$ cat src/design/ltok_pkg.sv
// Shared types, constants and helpers for the line tokenizer.
package ltok_pkg;

    localparam int LINE_MAX = 256;
    localparam int POS_W    = $clog2(LINE_MAX + 1);
    localparam int CHAR_W   = 8;
    localparam int START_W  = 8;
    localparam int LEN_W    = 9;
    localparam int QDEPTH   = 3;
    localparam int CNT_W    = $clog2(QDEPTH + 1);

    localparam logic [CHAR_W-1:0] CH_NUL    = 8'h00;
    localparam logic [CHAR_W-1:0] CH_TAB    = 8'h09;
    localparam logic [CHAR_W-1:0] CH_SPACE  = 8'h20;
    localparam logic [CHAR_W-1:0] CH_DQUOTE = 8'h22;
    localparam logic [CHAR_W-1:0] CH_DOLLAR = 8'h24;
    localparam logic [CHAR_W-1:0] CH_SQUOTE = 8'h27;
    localparam logic [CHAR_W-1:0] CH_UNDER  = 8'h5F;

    typedef enum logic [1:0] {
        MODE_GAP,
        MODE_IDENT,
        MODE_STRING,
        MODE_COMMENT
    } mode_t;

    typedef enum logic [1:0] {
        TYPE_IDENT,
        TYPE_STRING,
        TYPE_PUNCT,
        TYPE_END
    } tok_type_t;

    typedef struct packed {
        tok_type_t           kind;
        logic [START_W-1:0]  start;
        logic [LEN_W-1:0]    length;
        logic                last;
    } token_t;

    typedef struct packed {
        logic [1:0] n;
        token_t     r0;
        token_t     r1;
    } push_t;

    function automatic logic is_ident_char(input logic [CHAR_W-1:0] c);
        logic r;
        r = ((c >= 8'h61) && (c <= 8'h7A)) ||
            ((c >= 8'h41) && (c <= 8'h5A)) ||
            ((c >= 8'h30) && (c <= 8'h39)) ||
            (c == CH_DOLLAR) || (c == CH_UNDER);
        return r;
    endfunction

    function automatic logic [LEN_W-1:0] sat_inc(input logic [LEN_W-1:0] v);
        logic [LEN_W-1:0] r;
        r = (v == {LEN_W{1'b1}}) ? v : v + LEN_W'(1);
        return r;
    endfunction

endpackage

$ cat src/design/ltok_lexer.sv
// Lexer state, comment register and per-character token decode.
module ltok_lexer
(
    input  logic                        clk,
    input  logic                        rst_n,
    input  logic                        take,
    input  logic [ltok_pkg::CHAR_W-1:0] char_in,
    input  logic                        cfg_wr_en,
    input  logic [ltok_pkg::CHAR_W-1:0] cfg_wr_data,
    output ltok_pkg::push_t             push
);
    import ltok_pkg::*;

    logic [CHAR_W-1:0]  comment_reg;
    mode_t              mode_reg, mode_next;
    logic [CHAR_W-1:0]  quote_reg, quote_next;
    logic [START_W-1:0] start_reg, start_next;
    logic [LEN_W-1:0]   run_reg, run_next;
    logic [POS_W-1:0]   pos_reg, pos_next;

    logic gap_comment, gap_skip, gap_quote, gap_ident;
    logic [LEN_W-1:0] run_inc;
    token_t tok_cur, tok_end, tok_punct;

    always_comb
    begin
        gap_comment = (comment_reg != CH_NUL) && (char_in == comment_reg);
        gap_skip    = (char_in == CH_SPACE) || (char_in == CH_TAB);
        gap_quote   = (char_in == CH_DQUOTE) || (char_in == CH_SQUOTE);
        gap_ident   = is_ident_char(char_in);
        run_inc     = sat_inc(run_reg);

        tok_cur   = '{kind: TYPE_IDENT, start: start_reg, length: run_reg, last: 1'b0};
        tok_end   = '{kind: TYPE_END, start: pos_reg[START_W-1:0], length: '0, last: 1'b1};
        tok_punct = '{kind: TYPE_PUNCT, start: pos_reg[START_W-1:0],
                      length: LEN_W'(1), last: 1'b0};

        mode_next  = mode_reg;
        quote_next = quote_reg;
        start_next = start_reg;
        run_next   = run_reg;
        pos_next   = pos_reg;
        push       = '0;

        if (char_in == CH_NUL)
        begin
            if (mode_reg == MODE_IDENT || mode_reg == MODE_STRING)
            begin
                push.n       = 2'd2;
                push.r0      = tok_cur;
                push.r0.kind = (mode_reg == MODE_STRING) ? TYPE_STRING : TYPE_IDENT;
                push.r1      = tok_end;
            end
            else
            begin
                push.n  = 2'd1;
                push.r0 = tok_end;
            end
            mode_next  = MODE_GAP;
            quote_next = '0;
            start_next = '0;
            run_next   = '0;
            pos_next   = '0;
        end
        else if (pos_reg < POS_W'(LINE_MAX))
        begin
            pos_next = pos_reg + POS_W'(1);
            unique case (mode_reg)
                MODE_COMMENT:
                begin
                end
                MODE_STRING:
                begin
                    run_next = run_inc;
                    if (char_in == quote_reg)
                    begin
                        push.n         = 2'd1;
                        push.r0        = tok_cur;
                        push.r0.kind   = TYPE_STRING;
                        push.r0.length = run_inc;
                        mode_next      = MODE_GAP;
                        quote_next     = '0;
                        start_next     = '0;
                        run_next       = '0;
                    end
                end
                MODE_IDENT, MODE_GAP:
                begin
                    if (mode_reg == MODE_IDENT && gap_ident)
                    begin
                        run_next = run_inc;
                    end
                    else
                    begin
                        if (mode_reg == MODE_IDENT)
                        begin
                            push.n  = 2'd1;
                            push.r0 = tok_cur;
                        end
                        mode_next  = MODE_GAP;
                        quote_next = '0;
                        start_next = '0;
                        run_next   = '0;
                        priority if (gap_comment)
                        begin
                            mode_next = MODE_COMMENT;
                        end
                        else if (gap_skip)
                        begin
                        end
                        else if (gap_quote)
                        begin
                            mode_next  = MODE_STRING;
                            quote_next = char_in;
                            start_next = pos_reg[START_W-1:0];
                            run_next   = LEN_W'(1);
                        end
                        else if (gap_ident)
                        begin
                            mode_next  = MODE_IDENT;
                            start_next = pos_reg[START_W-1:0];
                            run_next   = LEN_W'(1);
                        end
                        else
                        begin
                            if (mode_reg == MODE_IDENT)
                            begin
                                push.n  = 2'd2;
                                push.r1 = tok_punct;
                            end
                            else
                            begin
                                push.n  = 2'd1;
                                push.r0 = tok_punct;
                            end
                        end
                    end
                end
                default:
                begin
                end
            endcase
            push.r0.last = (push.n == 2'd1);
            push.r1.last = 1'b1;
        end

        if (!take)
        begin
            push.n = 2'd0;
        end
    end

    always_ff @(posedge clk or negedge rst_n)
    begin
        if (!rst_n)
        begin
            comment_reg <= '0;
            mode_reg    <= MODE_GAP;
            quote_reg   <= '0;
            start_reg   <= '0;
            run_reg     <= '0;
            pos_reg     <= '0;
        end
        else
        begin
            if (cfg_wr_en)
            begin
                comment_reg <= cfg_wr_data;
            end
            if (take)
            begin
                mode_reg  <= mode_next;
                quote_reg <= quote_next;
                start_reg <= start_next;
                run_reg   <= run_next;
                pos_reg   <= pos_next;
            end
        end
    end

endmodule

$ cat src/design/ltok_result_queue.sv
// Result register queue: takes up to two tokens per cycle, sends one.
module ltok_result_queue
(
    input  logic             clk,
    input  logic             rst_n,
    input  ltok_pkg::push_t  push,
    input  logic             pop,
    output logic             has_room,
    output logic             not_empty,
    output ltok_pkg::token_t head
);
    import ltok_pkg::*;

    token_t q_reg [QDEPTH];
    token_t q_next [QDEPTH];
    logic [CNT_W-1:0] count_reg, count_next;
    logic [CNT_W-1:0] base;
    logic [CNT_W:0]   base1;

    assign has_room  = (count_reg < CNT_W'(2));
    assign not_empty = (count_reg != '0);
    assign head      = q_reg[0];

    always_comb
    begin
        base  = count_reg - CNT_W'(pop);
        base1 = {1'b0, base} + (CNT_W + 1)'(1);
        for (int i = 0; i < QDEPTH; i++)
        begin
            if (pop && i < QDEPTH - 1)
            begin
                q_next[i] = q_reg[i + 1];
            end
            else
            begin
                q_next[i] = q_reg[i];
            end
            if (push.n != 2'd0 && CNT_W'(i) == base)
            begin
                q_next[i] = push.r0;
            end
            if (push.n == 2'd2 && (CNT_W + 1)'(i) == base1)
            begin
                q_next[i] = push.r1;
            end
        end
        count_next = base + CNT_W'(push.n);
    end

    always_ff @(posedge clk or negedge rst_n)
    begin
        if (!rst_n)
        begin
            count_reg <= '0;
        end
        else
        begin
            count_reg <= count_next;
        end
    end

    always_ff @(posedge clk)
    begin
        for (int i = 0; i < QDEPTH; i++)
        begin
            q_reg[i] <= q_next[i];
        end
    end

endmodule

$ cat src/design/line_tokenizer.sv
// Line tokenizer top level: lexer feeding a three-entry result queue.
// The lexer decodes each taken character combinationally; its tokens are registered in the result queue.
// Throughput: one character per cycle while at most one token waits in the queue;
// a character that closes an identifier and adds punctuation or end pushes two tokens.
// Input stalls while two or more tokens wait in the result queue.
// Reset clears lexer mode, offsets, comment character and the queue.
module line_tokenizer
(
    input  logic                         clk,
    input  logic                         rst_n,
    input  logic                         in_valid,
    output logic                         in_stall,
    input  logic [ltok_pkg::CHAR_W-1:0]  char_in,
    input  logic                         cfg_wr_en,
    input  logic [ltok_pkg::CHAR_W-1:0]  cfg_wr_data,
    output logic                         out_valid,
    input  logic                         out_stall,
    output logic [1:0]                   token_type,
    output logic [ltok_pkg::START_W-1:0] token_start,
    output logic [ltok_pkg::LEN_W-1:0]   token_length,
    output logic                         last
);
    import ltok_pkg::*;

    push_t  push;
    token_t head;
    logic   has_room;
    logic   take;

    assign in_stall = !has_room;
    assign take     = in_valid && has_room;

    ltok_lexer u_lexer
    (
        .clk         (clk),
        .rst_n       (rst_n),
        .take        (take),
        .char_in     (char_in),
        .cfg_wr_en   (cfg_wr_en),
        .cfg_wr_data (cfg_wr_data),
        .push        (push)
    );

    ltok_result_queue u_queue
    (
        .clk       (clk),
        .rst_n     (rst_n),
        .push      (push),
        .pop       (out_valid && !out_stall),
        .has_room  (has_room),
        .not_empty (out_valid),
        .head      (head)
    );

    assign token_type   = head.kind;
    assign token_start  = head.start;
    assign token_length = head.length;
    assign last         = head.last;

    a_end_is_last: assert property (@(posedge clk) disable iff (!rst_n)
        (out_valid && token_type == TYPE_END) |-> last)
        else $error("end token without last");

    a_end_len_zero: assert property (@(posedge clk) disable iff (!rst_n)
        (out_valid && token_type == TYPE_END) |-> (token_length == '0))
        else $error("end token with nonzero length");

    a_tok_len_nonzero: assert property (@(posedge clk) disable iff (!rst_n)
        (out_valid && token_type != TYPE_END) |-> (token_length != '0))
        else $error("empty token");

    a_stall_has_data: assert property (@(posedge clk) disable iff (!rst_n)
        in_stall |-> out_valid)
        else $error("input stalled with empty queue");

endmodule

$ cat config.mk
export PLATFORM = sky130hd
export DESIGN_NAME = line_tokenizer
export DESIGN_NICKNAME = d
export VERILOG_FILES = /design/src/design/ltok_pkg.sv /design/src/design/ltok_lexer.sv /design/src/design/ltok_result_queue.sv /design/src/design/line_tokenizer.sv
export SDC_FILE = /design/constraint.sdc
export NUM_CORES = 1
export LEC_CHECK = 0
export ABC_CLOCK_PERIOD_IN_PS = 6350
export BUFFER_PORTS_ARGS = -buffer_cell sky130_fd_sc_hd__buf_2
export CAP_MARGIN = 20
export CORE_UTILIZATION = 47
export CTS_BUF_LIST = sky130_fd_sc_hd__clkbuf_4 sky130_fd_sc_hd__clkbuf_8
export DETAILED_ROUTE_END_ITERATION = 10
export GPL_TIMING_DRIVEN = 0
export PLACE_DENSITY = 0.67
export RECOVER_POWER = 100
export SLEW_MARGIN = 20
export SYNTH_ARGS = -nofsm -noshare
export SYNTH_HDL_FRONTEND = slang
export SYNTH_HIERARCHICAL = 1
export SYNTH_SLANG_ARGS = --single-unit
$ cat constraint.sdc
create_clock -name clk -period 6.35 [get_ports clk]
set_input_delay 1.5875 -clock clk [delete_from_list [all_inputs] [get_ports clk]]
set_output_delay 1.5875 -clock clk [all_outputs]
set_load 0.05 [all_outputs]
==> impl_metrics.json, run 1 <==
{
  "register_area_sq_mm": 0.00295,
  "fin_setup_tns_ps": 0,
  "max_stage_delay_ps": 840,
  "cpMostUsedCell": "nand4b_1",
  "cp.depth": 15,
  "hold_slack_ps": 499,
  "synthTopCellsByArea": "edfxtp_1 28%, dfrtp_1 18%, mux2_2 5.1%, mux2_4 4.5%, buf_4 3.4%",
  "fmax_ghz": 0.170,
  "grt_pass1_vias": 4528,
  "path_class": "input port to flop",
  "min_path_cells": 1,
  "ctsHtreeMaxLevel": 3,
  "arrival_ps": 5970,
  "post_cts_buffers": 0,
  "synth_area_per_cell_sq_um": 11.0,
  "yosysTopAreaCell": "edfxtp_1",
  "min_path_type": "flop to flop",
  "drt_first_pass_iters": 6,
  "status": "complete, but fails checks",
  "cts_root_buffer": "clkbuf_8",
  "syn_to_final_growth_pct": 8.03,
  "min_period_ps": 5870,
  "rsz0062_at_grt": "false",
  "clkSinkCount": 106,
  "final_util_pct": 52.1,
  "fin_ws_ps": 482,
  "grt_pass1_wl_um": 22900,
  "vias_per_cell": 5.79,
  "worstPathRequired_ps": 6460,
  "cts.clk_slew.worst_paths_ps": 100,
  "synth_cells": 580,
  "path_max_fanout": 11,
  "place.gp.congestion": 0.883,
  "antenna_found_initial": 0,
  "die-width_um": 119,
  "hpwlAfterDp_um": 10400,
  "fin_worst_skew_ps": 13.6,
  "endpoint_kind": "flop",
  "routed_wl_um": 14000,
  "cts_buffers": 9,
  "fp-row-count": 42,
  "antenna_left": 0,
  "antenna_cells": 0,
  "largest_reg_flops": 60,
  "fin_crit_sh_pct": 92.4,
  "drc": 0,
  "coreArea_sq_mm": 0.0132,
  "synth.cell_area_sq_mm": 0.00639,
  "synth_seq_cells": 106,
  "finalSetupViolations": 0,
  "yosysTopAreaCellShare_pct": 28.2,
  "path_buf_inv": 4,
  "ios": 43,
  "port_buffers": 40,
  "ys.flop_type": "edfxtp_1",
  "reg2reg_depth": 10,
  "slew_viol_final": 47,
  "async_flop_share_pct": 43.4,
  "start_util_pct": 48.2,
  "worstSetupStartpointType": "input port",
  "grt_max_degree": 47,
  "overflow": 0,
  "path_cells": "buf_2 -> clkbuf_1 -> nand4b_1 -> nand4b_1 -> o211ai_1 -> a21oi_1 -> inv_1 -> ha_1 -> o41ai_1 -> nor3_1 -> o211a_1 -> nor3b_1 -> o21ai_0 -> o21ai_1 -> buf_6",
  "die_height_um": 119,
  "cap_violations": 1,
  "multi_input_area_sq_mm": 0.00291,
  "violations": "capacitance limit, slew limit",
  "cts_resized": 0,
  "nNetsFinal": 671,
  "ys_top_cells_by_count": "60 x edfxtp_1, 46 x dfrtp_1, 43 x o21ai_0",
  "clockBufferDepth": 2,
  "relSlewSlack_pct": -66.0,
  "hold_buffers": 0,
  "drive_gt1_share_pct": 18.5,
  "first_iter_violations": 550,
  "pre_cts_ws_ps": 141,
  "worstSkewPairLatency_ps": 390,
  "ys.warnings.count": 6,
  "fin_cells": 820,
  "crit_family": "compound AO/OA/AOI/OAI gates",
  "dp.cells": 804,
  "worst_pin_slew_ps": 2490,
  "leakage_nw": 2.72,
  "powerDensity_mw_per_mm2": 379,
  "ys_types": 60,
  "synth_seq_area_share_pct": 46.2,
  "wire_per_inst_um": 17.1,
  "hold_viol_final": 0,
  "peakVddDrop_mv": 0.138,
  "critPathSlowestCell": "o21ai_1",
  "cts_tree": "built",
  "synth_edf_count": 60,
  "grt_usage_pct": 20.7,
  "vias": 4746,
  "fillCellCount": 1247,
  "dieArea_sq_mm": 0.0141,
  "synth_most_common_cell": "edfxtp_1"
}
[cell type report]
class / instances / area share [%]
Sequential cell: 106 / 42.8
Clock buffer: 10 / 1.90
Timing Repair Buffer: 41 / 2.65
Multi-Input combinational cell: 399 / 42.2
Buffer: 68 / 5.62
Inverter: 14 / 0.762
Clock inverter: 6 / 0.834
Tap cell: 176 / 3.19
[cell families after synthesis]
group | after synthesis | synth area share, %
flops | 106 | 46.2
buf+inv | 82 | 7.45
fa+ha+maj | 11 | 2.16
simple gates | 165 | 15.6
xor+xnor | 23 | 3.27
other cells | 1 | 0.0587
mux | 50 | 9.89
compound gates | 142 | 15.4
[layout by cell type, fill, tap and decap left out, types with 24 or more instances in the layout]
cell,n
buf_2,24
o21ai_0,42
nor3_1,29
nand2_1,25
buf_4,29
clkbuf_1,53
edfxtp_1,60
a31oi_1,24
mux2_2,29
dfrtp_1,46
[where the power goes]
part           internal, mW  leakage (nW)  switching (mW)
sequential            0.960          1.18          0.0721
clock                 0.156        0.0983           0.246
combinational         0.393          1.44           0.788
total                  1.51          2.72            1.11
[per-layer routing]
| metal | vias to the layer above | share of wire [%] | GRT usage [%] | routed length [um] |
|---|---|---|---|---|
| li1 | 2276 | - | - | - |
| met1 | 2282 | 44 | 25.9 | 6240 |
| met2 | 178 | 49 | 35.1 | 6830 |
| met3 | 10 | 5.8 | 5.12 | 812 |
| met4 | 0 | 1.1 | 6.09 | 151 |
| met5 | - | 0 | 0 | 0 |
[worst paths after layout]
kind / start / to / slack, ps
worst min register to register: u_lexer/start_reg[3]$_DFFE_PN0P_ / u_lexer/start_reg[3]$_DFFE_PN0P_ / 500
worst max-delay path: char_in[1] / u_queue/q_reg[0][45]$_DFFE_PP_ / 480
min in group asynchronous: rst_n / u_lexer/pos_reg[8]$_DFFE_PN0P_ / 1960
max in group asynchronous: rst_n / u_lexer/comment_reg[3]$_DFFE_PN0P_ / 2980
worst min-delay path: u_lexer/start_reg[3]$_DFFE_PN0P_ / u_lexer/start_reg[3]$_DFFE_PN0P_ / 500
worst max register to register: u_lexer/mode_reg[1]$_DFFE_PN0P_ / u_queue/q_reg[0][45]$_DFFE_PP_ / 2120
[per-stage QoR]
step,power [mW],area (sq um)
6_report,2.62,6900
5_1_grt,2.76,6900
4_1_cts,2.67,7040
3_5_place_dp,2.26,6850
3_3_place_gp,2.23,6830
2_1_floorplan,1.98,6410
Note: power is estimated with default switching activity, not from simulation.
==> inputs of run 2 (changes only) <==
--- a/config.mk
+++ b/config.mk
@@ -8,6 +8,7 @@
 export ABC_CLOCK_PERIOD_IN_PS = 6350
 export BUFFER_PORTS_ARGS = -buffer_cell sky130_fd_sc_hd__buf_2
 export CAP_MARGIN = 20
+export CORE_MARGIN = 4
 export CORE_UTILIZATION = 47
 export CTS_BUF_LIST = sky130_fd_sc_hd__clkbuf_4 sky130_fd_sc_hd__clkbuf_8
 export DETAILED_ROUTE_END_ITERATION = 10
==> run 2 against run 1 <==
Net effect: the run still ends with capacitance limit, slew limit left; cell area barely moved; setup slack improved by 53 ps; register-to-register slack improved by 30 ps; final cell count did not move; critical endpoint is now u_queue/q_reg[0][15]$_DFFE_PP_; largest cell class unchanged.
==> impl_metrics.json, run 2 (same netlist as run 1, synthesis figures left out) <==
{
  "cts_root_buffer": "clkbuf_8",
  "powerDensity_mw_per_mm2": 378,
  "fp-row-count": 42,
  "coreArea_sq_mm": 0.0133,
  "worstPathRequired_ps": 6390,
  "comb_power_share_pct": 45.2,
  "antenna_found_initial": 0,
  "rsz0062_at_grt": "false",
  "arrival_ps": 5860,
  "hpwlAfterDp_um": 10500,
  "fin_crit_sh_pct": 91.6,
  "dieArea_sq_mm": 0.0155,
  "vias_per_cell": 5.84,
  "min_period_ps": 5820,
  "post_cts_buffers": 0,
  "fillCellCount": 1229,
  "hold_viol_final": 0,
  "syn_to_final_growth_pct": 8.05,
  "grt_max_degree": 47,
  "slew_viol_final": 47,
  "antenna_cells": 0,
  "grt_pass1_wl_um": 22400,
  "placed_area_sq_mm": 0.00685,
  "fmax_ghz": 0.172,
  "p_sw_share_pct": 42.3,
  "layout_commonest_cell": "edfxtp_1",
  "worstSetupStartpointType": "input port",
  "cts_buffers": 9,
  "grt_pass1_vias": 4449,
  "drive_gt1_share_pct": 18.5,
  "p_sw_mw": 1.10,
  "hold_buffers": 0,
  "antenna_left": 0,
  "multi_input_area_sq_mm": 0.00292,
  "worstSkewPairLatency_ps": 390,
  "layout_common_cells": "60 x edfxtp_1, 54 x clkbuf_1, 46 x dfrtp_1",
  "finalSetupViolations": 0,
  "peakVddDrop_mv": 0.180,
  "vias": 4788,
  "clockPowerShare_pct": 15.1,
  "cts_tree": "built",
  "drt_first_pass_iters": 5,
  "die_height_um": 125,
  "endpoint_kind": "flop",
  "final_util_pct": 51.9,
  "cts_resized": 0,
  "nNetsFinal": 671,
  "overflow": 0,
  "p_int_mw": 1.50,
  "worst_pin_slew_ps": 2450,
  "start_util_pct": 48.0,
  "cts.clk_slew.worst_paths_ps": 100,
  "ios": 43,
  "routed_wl_um": 13800,
  "ctsHtreeMaxLevel": 3,
  "place.gp.congestion": 0.888,
  "first_iter_violations": 393,
  "die-width_um": 125,
  "drc": 0,
  "grt_usage_pct": 17.7,
  "clockBufferDepth": 2,
  "reg2reg_from": "u_lexer/mode_reg[1]$_DFFE_PN0P_",
  "power_frac_seq_pct": 39.7,
  "register_area_sq_mm": 0.00295,
  "startpoint": "char_in[2]",
  "clkSinkCount": 106,
  "cap_violations": 1,
  "violations": "capacitance limit, slew limit",
  "wire_per_inst_um": 16.9,
  "largest_reg_flops": 60,
  "status": "complete, but fails checks",
  "port_buffers": 40,
  "fin_worst_skew_ps": 11.0,
  "leakage_nw": 2.72,
  "postLayoutCellArea_sq_mm": 0.00690,
  "path_max_fanout": 20,
  "path_class": "input port to flop",
  "hold_start": "u_lexer/start_reg[1]$_DFFE_PN0P_",
  "min_path_type": "flop to flop",
  "relSlewSlack_pct": -63.6
}
run 2: worst paths after layout:
check	depth (start not counted)	endpoint	slack (ps)
max	16	u_queue/q_reg[0][15]$_DFFE_PP_	530
min	1	u_lexer/start_reg[1]$_DFFE_PN0P_	500
max reg2reg	11	u_queue/q_reg[0][15]$_DFFE_PP_	2150
min reg2reg	1	u_lexer/start_reg[1]$_DFFE_PN0P_	500
max in group asynchronous	1	u_lexer/run_reg[3]$_DFFE_PN0P_	3010
min in group asynchronous	1	u_lexer/mode_reg[1]$_DFFE_PN0P_	1950
run 2: metal layers:
metal / part of all wire, % / global-route usage (%) / wire length, um / vias to the layer above
li1: - / - / - / 2282
met1: 43 / 22.7 / 5910 / 2318
met2: 49 / 29.3 / 6750 / 174
met3: 7.1 / 5.19 / 985 / 14
met4: 1.2 / 4.58 / 172 / 0
met5: 0 / 0 / 0 / -
run 2: power groups by stage:
stage	Clock, mW	Sequential, mW	Combinational [mW]
5_1_grt	0.440	1.05	1.27
6_report	0.394	1.03	1.18
4_1_cts	0.409	1.03	1.22
3_5_place_dp	0	1.05	1.21
2_1_floorplan	0	1.03	0.956
3_3_place_gp	0	1.04	1.18
run 2: layout make-up:
class / count / area share [%]
buffer: 68 / 5.62
clock buffer: 9 / 1.80
timing repair buffer: 41 / 2.63
tap: 176 / 3.19
clock inverter: 7 / 0.888
inverter: 14 / 0.762
sequential: 106 / 42.8
multi-input combinational: 399 / 42.3
run 2: through the flow:
stage	std cells	power, mW	hold WS, ps	TNS [ps]	setup slack (ps)
after floorplan	587	1.98	464	0	430
after global placement	803	2.22	472	-18230	-912
after detailed placement	804	2.26	480	0	151
after CTS	820	2.66	502	0	549
after global routing	820	2.77	522	0	175
final	820	2.61	498	0	534
run 2: worst max-delay path: stages:
cell and delay (ps):
buf_2 110, buf_2 240, inv_1 100, nor4_1 220, o31ai_1 110, a21oi_1 650, inv_1 160, ha_1 330
o41ai_1 70, nor3_1 120, o211a_1 260, nor3b_1 610, o21ai_0 240, nor2_1 270, buf_2 310, or2_2 450
==> inputs of run 3 (changes only) <==
--- a/config.mk
+++ b/config.mk
@@ -5,10 +5,9 @@
 export SDC_FILE = /design/constraint.sdc
 export NUM_CORES = 1
 export LEC_CHECK = 0
-export ABC_CLOCK_PERIOD_IN_PS = 6350
+export ABC_CLOCK_PERIOD_IN_PS = 7000
 export BUFFER_PORTS_ARGS = -buffer_cell sky130_fd_sc_hd__buf_2
 export CAP_MARGIN = 20
-export CORE_MARGIN = 4
 export CORE_UTILIZATION = 47
 export CTS_BUF_LIST = sky130_fd_sc_hd__clkbuf_4 sky130_fd_sc_hd__clkbuf_8
 export DETAILED_ROUTE_END_ITERATION = 10
==> constraint.sdc (replaced) <==
create_clock -name clk -period 7 [get_ports clk]
set_input_delay 1.75 -clock clk [delete_from_list [all_inputs] [get_ports clk]]
set_output_delay 1.75 -clock clk [all_outputs]
set_load 0.05 [all_outputs]
==> run 3 against run 2 <==
Net effect: the run still ends with capacitance limit, slew limit left; clock skew increased by 2.3 ps; combinational power decreased by 9%; setup slack improved by 240 ps; critical path type unchanged.
==> impl_metrics.json, run 3 (same netlist as run 1, synthesis figures left out) <==
{
  "fmax_ghz": 0.161,
  "worst_pin_slew_ps": 2490,
  "nNetsFinal": 671,
  "worstSkewPairLatency_ps": 390,
  "total_power_mw": 2.37,
  "fin_worst_skew_ps": 13.3,
  "clockPowerShare_pct": 15.4,
  "drive_gt1_share_pct": 18.3,
  "leakage_nw": 2.72,
  "drt_first_pass_iters": 5,
  "port_buffers": 40,
  "p_sw_share_pct": 42.3,
  "fin_ws_ps": 773,
  "syn_to_final_growth_pct": 8.01,
  "die_height_um": 119,
  "layout_common_cells": "60 x edfxtp_1, 54 x clkbuf_1, 46 x dfrtp_1",
  "relSlewSlack_pct": -65.9,
  "pre_cts_ws_ps": 628,
  "first_iter_violations": 550,
  "slew_viol_final": 47,
  "status": "complete, but fails checks",
  "postLayoutCellArea_sq_mm": 0.00690,
  "reg2reg_depth": 10,
  "grt_max_degree": 47,
  "cts_tree": "built",
  "violations": "capacitance limit, slew limit",
  "wl_met1_um": 6100,
  "fp-row-count": 42,
  "cts_buffers": 9,
  "die-width_um": 119,
  "start_util_pct": 48.2,
  "clkSinkCount": 106,
  "worstSetupStartpointType": "input port",
  "path_class": "input port to flop",
  "p_sw_mw": 1.00,
  "largest_reg_flops": 60,
  "met2WireLength_um": 6800,
  "peakVddDrop_mv": 0.125,
  "antenna_cells": 0,
  "overflow": 0,
  "path_max_fanout": 11,
  "power_frac_seq_pct": 39.5,
  "ctsHtreeMaxLevel": 3,
  "coreArea_sq_mm": 0.0132,
  "comb_power_share_pct": 45.1,
  "min_path_type": "flop to flop",
  "cts_root_buffer": "clkbuf_8",
  "powerDensity_mw_per_mm2": 344,
  "hpwlAfterDp_um": 10400,
  "worstPathRequired_ps": 7110,
  "hold_viol_final": 0,
  "antenna_found_initial": 0,
  "cts_resized": 0,
  "grt_pass1_vias": 4528,
  "endpoint_kind": "flop",
  "grt_pass1_wl_um": 22900,
  "cap_violations": 1,
  "place.gp.congestion": 0.883,
  "finalSetupViolations": 0,
  "dr_wl_met3_um": 929,
  "ios": 43,
  "hold_slack_ps": 499,
  "layout_commonest_cell": "edfxtp_1",
  "cts.clk_slew.worst_paths_ps": 100,
  "fillCellCount": 1248,
  "highest_layer": "met4",
  "dieArea_sq_mm": 0.0141,
  "min_path_cells": 1,
  "rsz0062_at_grt": "false",
  "vias_per_cell": 5.82,
  "hold_buffers": 0,
  "rrSetupSlack_ps": 2790,
  "drc": 0,
  "grt_usage_pct": 20.7,
  "post_cts_buffers": 0,
  "placed_area_sq_mm": 0.00685,
  "vias": 4770,
  "wire_per_inst_um": 17.1,
  "routed_wl_um": 14000,
  "fin_crit_sh_pct": 89.0,
  "clockBufferDepth": 2,
  "p_int_mw": 1.37,
  "min_period_ps": 6230,
  "antenna_left": 0,
  "arrival_ps": 6330
}
-- run 3: final timing paths --
kind,start,to
min in group asynchronous,rst_n,u_lexer/pos_reg[8]$_DFFE_PN0P_
worst max-delay path,char_in[2],u_queue/q_reg[0][45]$_DFFE_PP_
worst max register to register,u_lexer/mode_reg[1]$_DFFE_PN0P_,u_queue/q_reg[0][45]$_DFFE_PP_
max in group asynchronous,rst_n,u_lexer/comment_reg[3]$_DFFE_PN0P_
worst min register to register,u_lexer/start_reg[3]$_DFFE_PN0P_,u_lexer/start_reg[3]$_DFFE_PN0P_
worst min-delay path,u_lexer/start_reg[3]$_DFFE_PN0P_,u_lexer/start_reg[3]$_DFFE_PN0P_
-- run 3: per-layer routing --
layer,vias up,GRT usage [%]
li1,2275,-
met1,2276,25.9
met2,207,35.1
met3,12,5.12
met4,0,6.09
met5,-,0
-- run 3: critical path: stages --
cell,delay [ps]
buf_2,120
clkbuf_1,380
inv_1,140
nor4_1,280
o31ai_1,140
a21oi_1,610
inv_1,150
ha_1,340
o41ai_1,70
nor3_1,130
o211a_1,290
nor3b_1,620
o21ai_0,210
o21ai_1,830
buf_6,260
-- run 3: power groups by stage --
stage | clock network, mW | registers, mW | logic [mW]
after floorplan | 0 | 0.931 | 0.867
after global placement | 0 | 0.946 | 1.08
after detailed placement | 0 | 0.950 | 1.10
after CTS | 0.378 | 0.936 | 1.10
after global routing | 0.403 | 0.955 | 1.15
final | 0.365 | 0.936 | 1.07
-- run 3: stage by stage --
step	utilization, %	cells	setup TNS [ps]
finish	52.1	820	0
global route	52.1	820	0
CTS	53.1	820	0
detailed placement	51.7	804	0
global placement	51.6	803	-10070
floorplan	-	587	0
-- run 3: area by class of cell --
cell class | instances | area (sq um) | share of cell area, %
timing repair buffer | 41 | 183 | 2.65
sequential | 106 | 2950 | 42.8
multi-input combinational | 399 | 2910 | 42.2
clock buffer | 10 | 131 | 1.90
tap | 176 | 220 | 3.19
buffer | 68 | 387 | 5.60
inverter | 14 | 52.6 | 0.762
clock inverter | 6 | 57.6 | 0.834
